--- config.mk ---
export PLATFORM = sky130hd
export DESIGN_NAME = plq_ctrl
export DESIGN_NICKNAME = d
export VERILOG_FILES = /design/src/hdl/plq_pkg.sv /design/src/hdl/plq_ctrl.sv
export SDC_FILE = /design/constraint.sdc
export NUM_CORES = 1
export LEC_CHECK = 0
export BUFFER_PORTS_ARGS = -buffer_cell sky130_fd_sc_hd__clkbuf_2
export CORE_AREA = 2 2 39 41
export CTS_BUF_LIST = sky130_fd_sc_hd__clkbuf_2
export CTS_CLUSTER_SIZE = 20
export DETAILED_ROUTE_END_ITERATION = 6
export DIE_AREA = 0 0 41 43
export GPL_TIMING_DRIVEN = 0
export PLACE_DENSITY = 0.5
export SLEW_MARGIN = 5
export SYNTH_ARGS = -nofsm -noshare
export SYNTH_HDL_FRONTEND = slang
export SYNTH_SLANG_ARGS = --single-unit
--- constraint.sdc ---
create_clock -name clk -period 1.3 [get_ports clk]
set_input_delay 0.26 -clock clk [delete_from_list [all_inputs] [get_ports clk]]
set_output_delay 0.26 -clock clk [all_outputs]
set_load 0.1 [all_outputs]
--- src/hdl/plq_pkg.sv ---
// plq_pkg: types and constants shared by the price level order queue.
// Holds the request and response payloads, operation codes, controller
// states and the command and status bundles between controller and datapath.
`default_nettype none

package plq_pkg;

	// Fixed field widths of the request and response items
	localparam int NODE_W   = 10;
	localparam int QTY_IN_W = 32;
	localparam int VOL_W    = 42;
	localparam int CNT_W    = 11;

	// Response status codes
	localparam logic STATUS_DONE   = 1'b0;
	localparam logic STATUS_REJECT = 1'b1;

	// Operation codes (code 3 is unused and changes nothing)
	typedef enum logic [1:0] {
		OP_APPEND = 2'd0,
		OP_REMOVE = 2'd1,
		OP_POP    = 2'd2
	} op_t;

	typedef struct packed {
		logic [1:0]          operation;
		logic [NODE_W-1:0]   node_index;
		logic [QTY_IN_W-1:0] quantity;
	} req_item_t;

	typedef struct packed {
		logic                status;
		logic                level_empty;
		logic [NODE_W-1:0]   head_node;
		logic [QTY_IN_W-1:0] head_quantity;
		logic [VOL_W-1:0]    volume_sum;
		logic [CNT_W-1:0]    orders_held;
	} rsp_item_t;

	// Controller states
	typedef enum logic [2:0] {
		S_IDLE,
		S_APP_NODE,
		S_APP_LINK,
		S_READ,
		S_UNLINK,
		S_HEAD_QTY,
		S_DONE
	} state_t;

	// Controller to datapath commands
	typedef struct packed {
		logic capture;
		logic app_node;
		logic app_link;
		logic unlink;
		logic hq_load;
		logic out_load;
	} cmd_t;

	// Datapath to controller status
	typedef struct packed {
		op_t  op;
		logic nonempty;
		logic head_read;
		logic out_free;
	} status_t;

endpackage

`default_nettype wire

--- src/hdl/plq_ctrl.sv ---
// plq_ctrl: sequencing state machine of the price level order queue.
// Depends on plq_pkg for the state, command and status types.
`default_nettype none

module plq_ctrl import plq_pkg::*; (
	input  wire logic    clk,
	input  wire logic    arst_n,
	input  wire logic    req_valid,
	input  wire status_t status,
	output logic         req_ready,
	output cmd_t         cmd
);

	state_t state_q;
	state_t state_d;

	// State register
	always_ff @(posedge clk or negedge arst_n) begin
		if (!arst_n) begin
			state_q <= S_IDLE;
		end else begin
			state_q <= state_d;
		end
	end

	// Next state
	always_comb begin
		state_d = state_q;
		case (state_q)
			S_IDLE: begin
				if (req_valid) begin
					case (status.op)
						OP_APPEND: state_d = S_APP_NODE;
						OP_REMOVE, OP_POP: state_d = status.nonempty ? S_READ : S_DONE;
						default: state_d = S_DONE;
					endcase
				end
			end
			S_APP_NODE: state_d = S_APP_LINK;
			S_APP_LINK: state_d = S_DONE;
			S_READ:     state_d = S_UNLINK;
			S_UNLINK:   state_d = status.head_read ? S_HEAD_QTY : S_DONE;
			S_HEAD_QTY: state_d = S_DONE;
			S_DONE: begin
				if (status.out_free) begin
					state_d = S_IDLE;
				end
			end
			default: state_d = S_IDLE;
		endcase
	end

	// Outputs
	always_comb begin
		req_ready = 1'b0;
		cmd       = '0;
		case (state_q)
			S_IDLE: begin
				req_ready   = 1'b1;
				cmd.capture = req_valid;
			end
			S_APP_NODE: cmd.app_node = 1'b1;
			S_APP_LINK: cmd.app_link = 1'b1;
			S_READ:     ;
			S_UNLINK:   cmd.unlink = 1'b1;
			S_HEAD_QTY: cmd.hq_load = 1'b1;
			S_DONE:     cmd.out_load = status.out_free;
			default:    ;
		endcase
	end

endmodule

`default_nettype wire

Yosys cells after proc, flatten, opt, wreduce, memory -nomap -nowiden
Index checks and enable logic that the tools add are counted.
Storage, ports and cells
  register bits: 3
  input port bits: 8
  output and inout bits: 7
  logic and storage cells: 29
Cells by class
  equality and inequality tests: 10
  multiplexer cells: 13
  reduce and logical (&&, ||, !) cells: 5
Operators by type and width (count)
  3-bit one-hot mux with 6 select lines: 1
  3-bit equality test (second input constant): 3
  3-bit 2-to-1 mux: 3
  1-bit 2-to-1 mux: 7
  3-bit by 2-bit equality test with 1-bit output (second input constant): 2
  3-bit one-hot mux with 2 select lines: 1
  2-bit inequality test (second input constant): 2
  2-bit OR reduction: 2
  3-bit by 1-bit equality test with 1-bit output (second input constant): 1
  3-bit logical NOT: 1
  2-bit by 1-bit equality test with 1-bit output (second input constant): 1
  2-bit equality test (second input constant): 1
  2-bit logical NOT: 1
  2-bit 2-to-1 mux: 1
  2-bit AND reduction: 1

Longest topological paths before layout
Gate-level depths: netlist of run 1.
  word-level depth: 5
  gate-level depth with buffers: 5
  depth with buffers taken out: 5

Worst setup path before layout of run 1
No wires, ideal clock.
  path type: reg-to-reg
  start: register state_q[1]
  end: register state_q[0]
  setup time: 0.075 ns
  arrival time: 3.156 ns
  setup slack: -1.932 ns
  cell stages (with the launch flop): 5
  buffers on the path: 1
  clock period less this slack: 3.232 ns
  cell sequence: dfrtp_1 > buf_6 > nor3b_1 > nand2_1 > a21oi_2
Between the ends
  word-level cells in the longest chain between the ends: 3
RTL lines
  start: declaration: line plq_ctrl.sv:14  | state_t state_q;
  start signal: assignment: line plq_ctrl.sv:22  | state_q <= state_d;
  3-bit equality test, or another cell as far along: line plq_ctrl.sv:29  | case (state_q)
  2-bit OR reduction (no line) / 2-bit inequality test (equally long branches)
  3-bit one-hot mux with 6 select lines / 2-bit AND reduction (equally long branches)
Parallel ways exist; a longest one is shown, timed or not.
A chain may end at the register's enable or synchronous reset.

==> flow_summary.toml, run 1 <==
[clocking]
max-clock-path-buffers = 2
root_buffer = "clkbuf_2"
clk_latency_ns = 0.21
cts.htree.levels = 1
cts_sinks = 3
cts_tree = "done"
cts.reportedPaths.clkPinSlew_ns = 0.05
cts-buffers-inserted = 3

[outcome]
outcome = "complete, but fails checks"
violations = "negative setup slack"

[worst_setup_path]
cp.arrival_ns = 1.31
endpoint_kind = "primary output"
crit_family = "flip-flops"
r2r_cells = 6
crit_fanout = 5
worstSetupStartpointType = "flop"
path_class = "flop to primary output"
crit_chain = "buf_6 -> nor3_4 -> and2_4 -> clkbuf_16"
required_ns = 1.04
max_stage_delay_ns = 0.39
worst-path-buf-inv = 2
worst_path_max_delay_cell = "dfrtp_1"
cp_num_cells = 4

[route]
routed_via_density = 4.427
drt_wl_total_um = 893
post-route-drc-count = 0
drtIter0Drc = 3
ant_nets = 0
wl_per_cell_um = 10.89
vias = 363
drt_pass1_iterations = 2

[floorplanning]
start_util_pct = 23.51
num_rows = 14
die_height_um = 43
dieWidth_um = 41
dieArea_um2 = 1763
ioPinCount = 15
core_area_um2 = 1384

[synth]
ys_warn_count = 0
post_synth_and_or_nand_nor_area_fraction_pct = 35.00
syn_avg_cell_area_um2 = 9.295
synthAdderAreaFrac_pct = 15.38
synth-xor-area-share_pct = 0
synth.area.mux_share_pct = 3.077
synth_compound_area_share_pct = 14.23
synth_cell_types = 23
synth_top_family_by_area = "simple AND/OR/NAND/NOR gates"
synth_seq_area_share_pct = 23.08
synth_area_um2 = 325.3
postSynthNetCount = 47
synth_seq_cells = 3
synthCells = 35

[sta]
max_freq_ghz = 0.6369
relSlewSlack_pct = 84.65
whs_ns = 0.2955
hold_viol_final = 0
min_period_over_period_pct = 120.8
finalWorstSetupSlack_ns = -0.2700
rsz0062_at_grt = "yes"
setup_violations = 10
worst_pin_slew_ns = 0.2282
finClkSkew_ns = 0.002410
layout_min_cycle_time_ns = 1.570
timing.final.max_slew_violations = 0

[cells_and_area]
final_layout_size_suffix_gt1_share_pct = 65.15
largest_reg_flops = 3
areaGrowthSynthToFinish_pct = 119.6
nets = 79
num_antenna_cells = 0
reg_top3 = "state_q (3)"
largest_register = "state_q"
final_cell_area_um2 = 714.4

[grt]
grt_overflow = 0
antenna_found_initial = 0
grt_pass1_wl_um = 1511
grt_max_degree = 8
grt_pass1_vias = 382
grt_usage_pct = 13.08

[placement]
hpwl_um = 508.8
globalplace.congestion = 0.6949
placed_cell_area_um2 = 435.4
portBuffers = 14

[min_path]
hold_path.class = "input port to flop"
hold_depth = 3

[run]
cap_violations = 0
-- cell usage in the layout (no fill, tap or decap) --
cell and instances:
clkbuf_2 11, buf_4 10, clkbuf_16 7, buf_6 4
ha_1 4, and2_4 3, inv_1 2, nor2_1 2
a21oi_1 2, o21ai_1 2, dfrtp_1 2, nor3b_4 1
nor3_4 1, nor2b_4 1, and2b_4 1, and4b_2 1
nand2_1 1, or3b_4 1, nor4_1 1, a311o_1 1
a21oi_2 1, mux2i_1 1, nand3_1 1, nand2b_1 1
nor3b_1 1, a211oi_1 1, dlygate4sd3_1 1, dfrtp_2 1
-- Yosys cell counts, drive strengths merged --
library cell	count	area, um^2
ha	4	50.05
a21oi	3	18.77
a311o	1	10.01
mux2i	1	10.01
nor2	2	7.510
dfrtp	3	75.07
and4b	1	10.01
nor2b	1	6.260
nand3	1	5.000
and2b	1	7.510
nand2	1	3.750
and2	3	21.27
nor4	1	6.260
a211oi	1	7.510
nand2b	1	6.260
nor3	1	16.27
inv	2	7.510
nor3b	2	15.01
o21ai	2	10.01
buf	2	22.52
or3b	1	8.760
-- stage by stage --
stage / std cells / setup TNS [ns] / utilization [%] / setup WS, ns
floorplan: 35 / -2.652 / - / -0.7936
global placement: 65 / -1.694 / 31.46 / -0.3312
detailed placement: 65 / -1.680 / 31.46 / -0.3280
CTS: 80 / -1.456 / 50.09 / -0.2445
global route: 82 / -2.464 / 51.63 / -0.3027
finish: 82 / -2.092 / 51.63 / -0.2700
-- final cells by class --
type                    count  area [um^2]
fillers                   124        669.4
repair buffers             27        317.8
multi-input cells          28        250.2
flip-flops and latches      3        76.32
plain buffers               2        22.52
clock buffers               4        20.02
well taps                  16        20.02
inverters                   2        7.507
-- repair_timing --
action,4_1_cts,5_1_grt
gates cloned,1,0
pin swaps,5,6
setup buffers,9,2
setup endpoints to repair,8,10
hold endpoints to repair,3,0
gates resized for setup,26,2
hold buffers,1,0
-- worst register-to-register path: cells and delay by family, from the launching register on --
kind,cells,cell delay [ns]
AO/OA/AOI/OAI,2,0.50
buffers and inverters,3,0.37
adder cells (fa/ha/maj),1,0.17
flip-flops,1,0.39
-- kinds of logic (layout without fill, tap and decap cells) --
group / after synthesis / count (layout)
flops: 3 / 3
fa+ha+maj: 4 / 4
simple gates: 16 / 16
compound gates: 7 / 7
mux: 1 / 1
buf+inv: 4 / 35
-- worst paths after layout --
| kind | from | end | slack, ns |
|---|---|---|---|
| min | status[1] | state_q[0] | 0.30 |
| max | state_q[2] | cmd[5] | -0.27 |
| min in group asynchronous | arst_n | state_q[2] | 0.38 |
| min reg2reg | state_q[0] | state_q[2] | 0.74 |
| max reg2reg | state_q[2] | state_q[1] | -0.20 |
| max in group asynchronous | arst_n | state_q[0] | 0.80 |
-- metal layers --
layer  up-vias  global-route usage, %  part of all wire [%]
met4         0                  8.000                   1.1
met3         2                  3.141                   4.3
li1        186                      -                     -
met5         -                      0                     0
met1       161                  13.59                    38
met2        14                  21.88                    56
Power of run 1 is left out: the tool's default activity adds up to more than one toggle a clock period on the data nets, which glitch-free logic cannot reach.
==> run 2: changes to the inputs <==
--- a/config.mk
+++ b/config.mk
@@ -12,7 +12,7 @@
 export DETAILED_ROUTE_END_ITERATION = 6
 export DIE_AREA = 0 0 41 43
 export GPL_TIMING_DRIVEN = 0
-export PLACE_DENSITY = 0.5
+export PLACE_DENSITY = 0.48
 export SLEW_MARGIN = 5
 export SYNTH_ARGS = -nofsm -noshare
 export SYNTH_HDL_FRONTEND = slang
==> constraint.sdc (replaced) <==
create_clock -name clk -period 2 [get_ports clk]
set_input_delay 0.4 -clock clk [delete_from_list [all_inputs] [get_ports clk]]
set_output_delay 0.4 -clock clk [all_outputs]
set_load 0.1 [all_outputs]
==> flow_summary.toml, run 2 (synthesis results as in run 1) <==
[outcome]
outcome = "complete, no violations"

[sta]
min_period_over_period_pct = 95.23
setup_violations = 0
worst_pin_slew_ns = 0.5405
timing.final.max_slew_violations = 0
rsz0062_at_grt = "no"
finClkSkew_ns = 0.005429
hold_viol_final = 0
relSlewSlack_pct = 64.12
layout_min_cycle_time_ns = 1.905
max_freq_ghz = 0.5250

[route]
drt_wl_total_um = 628
drtIter0Drc = 1
vias = 314
routed_via_density = 4.486
wl_per_cell_um = 8.971
drt_pass1_iterations = 2
post-route-drc-count = 0
ant_nets = 0

[floorplanning]
core_area_um2 = 1384
start_util_pct = 23.51
ioPinCount = 15
num_rows = 14
dieArea_um2 = 1763
die_height_um = 43
dieWidth_um = 41

[worst_setup_path]
path_class = "flop to primary output"
r2r_start = "state_q[1]"
worstSetupStartpointType = "flop"
cp.arrival_ns = 1.50
required_ns = 1.60
endpoint_kind = "primary output"
r2r_cells = 4
worst_r2r_endpoint = "state_q[0]"
crit_fanout = 7
rrSetupSlack_ns = 0.67

[grt]
grt_overflow = 0
grt_max_degree = 11
antenna_found_initial = 0
grt_pass1_vias = 265
grt_pass1_wl_um = 1028
grt_usage_pct = 9.548

[min_path]
min-delay-start = "status[1]"
hold_path.class = "input port to flop"
hold_depth = 3
holdPathEnd = "state_q[0]"

[clocking]
root_buffer = "clkbuf_2"
cts_tree = "done"
clk_latency_ns = 0.21
max-clock-path-buffers = 2
cts.htree.levels = 1
cts.reportedPaths.clkPinSlew_ns = 0.05
cts_sinks = 3
post_cts_buffers = 0
cts-buffers-inserted = 3

[cells_and_area]
largest_reg_flops = 3
layout_common_cells = "clkbuf_2, ha_1, dfrtp_1"
final_layout_size_suffix_gt1_share_pct = 46.30
areaGrowthSynthToFinish_pct = 39.62
num_antenna_cells = 0
stdcell_count = 70
final_common_cell = "clkbuf_2"
fillerInstances = 163
nets = 67
largest_register = "state_q"
reg_top3 = "state_q (3)"

[placement]
hpwl_um = 496
portBuffers = 14
dp.cells = 65
globalplace.congestion = 0.6629

[run]
cap_violations = 0
run 2: cell types whose count changed in the layout (fill, tap and decap cells not counted), sizes merged:
cell / previous run / this run
buf: 14 / 4
clkbuf: 18 / 16
run 2: through the flow:
stage	setup WS (ns)	hold WS [ns]	utilization [%]	area (um^2)	setup TNS (ns)
2_1_floorplan	-0.2295	0.1044	-	331.6	-0.5420
3_5_place_dp	0.2445	0.1997	30.47	421.7	0
3_3_place_gp	0.2323	0.1969	30.47	421.7	0
4_1_cts	0.04044	0.4273	32.82	454.2	0
6_report	0.09541	0.4361	32.82	454.2	0
5_1_grt	0.01223	0.4426	32.82	454.2	0
run 2: what timing repair did:
action,in CTS,in global routing
endpoints found under the setup margin,1,2
resized for setup,1,2
hold buffers,1,0
hold endpoints to repair,3,0
run 2: how the worst max path moves through the flow:
| stage | startpoint | to | slack, ns | cells after the start |
|---|---|---|---|---|
| 2_1_floorplan | state_q[1] | cmd[5] | -0.23 | 3 |
| 3_3_place_gp | state_q[1] | cmd[5] | 0.23 | 4 |
| 3_5_place_dp | state_q[1] | cmd[5] | 0.24 | 4 |
| 4_1_cts | state_q[0] | cmd[1] | 0.04 | 3 |
| 5_1_grt | state_q[0] | cmd[1] | 0.01 | 3 |
| 6_report | state_q[0] | cmd[1] | 0.1 | 3 |
run 2: routing by layer:
metal,vias to the layer above,GRT usage [%],wire [um]
li1,166,-,-
met1,131,10.97,259
met2,14,10.63,283
met3,3,4.712,61
met4,0,12.00,24
met5,-,0,0
run 2: critical path, stage by stage, from the launching register on:
cell and delay (ns):
dfrtp_1 0.48, nor2b_1 0.24, and2_2 0.16, buf_2 0.41
run 2: area by class of cell:
type	count	area [um^2]	area share, %
sequential	3	75.07	16.53
timing repair buffer	15	82.58	18.18
clock buffer	4	20.02	4.408
inverter	2	7.507	1.653
buffer	2	22.52	4.959
tap	16	20.02	4.408
multi-input combinational	28	226.5	49.86
Power of run 2 is left out for the same reason.
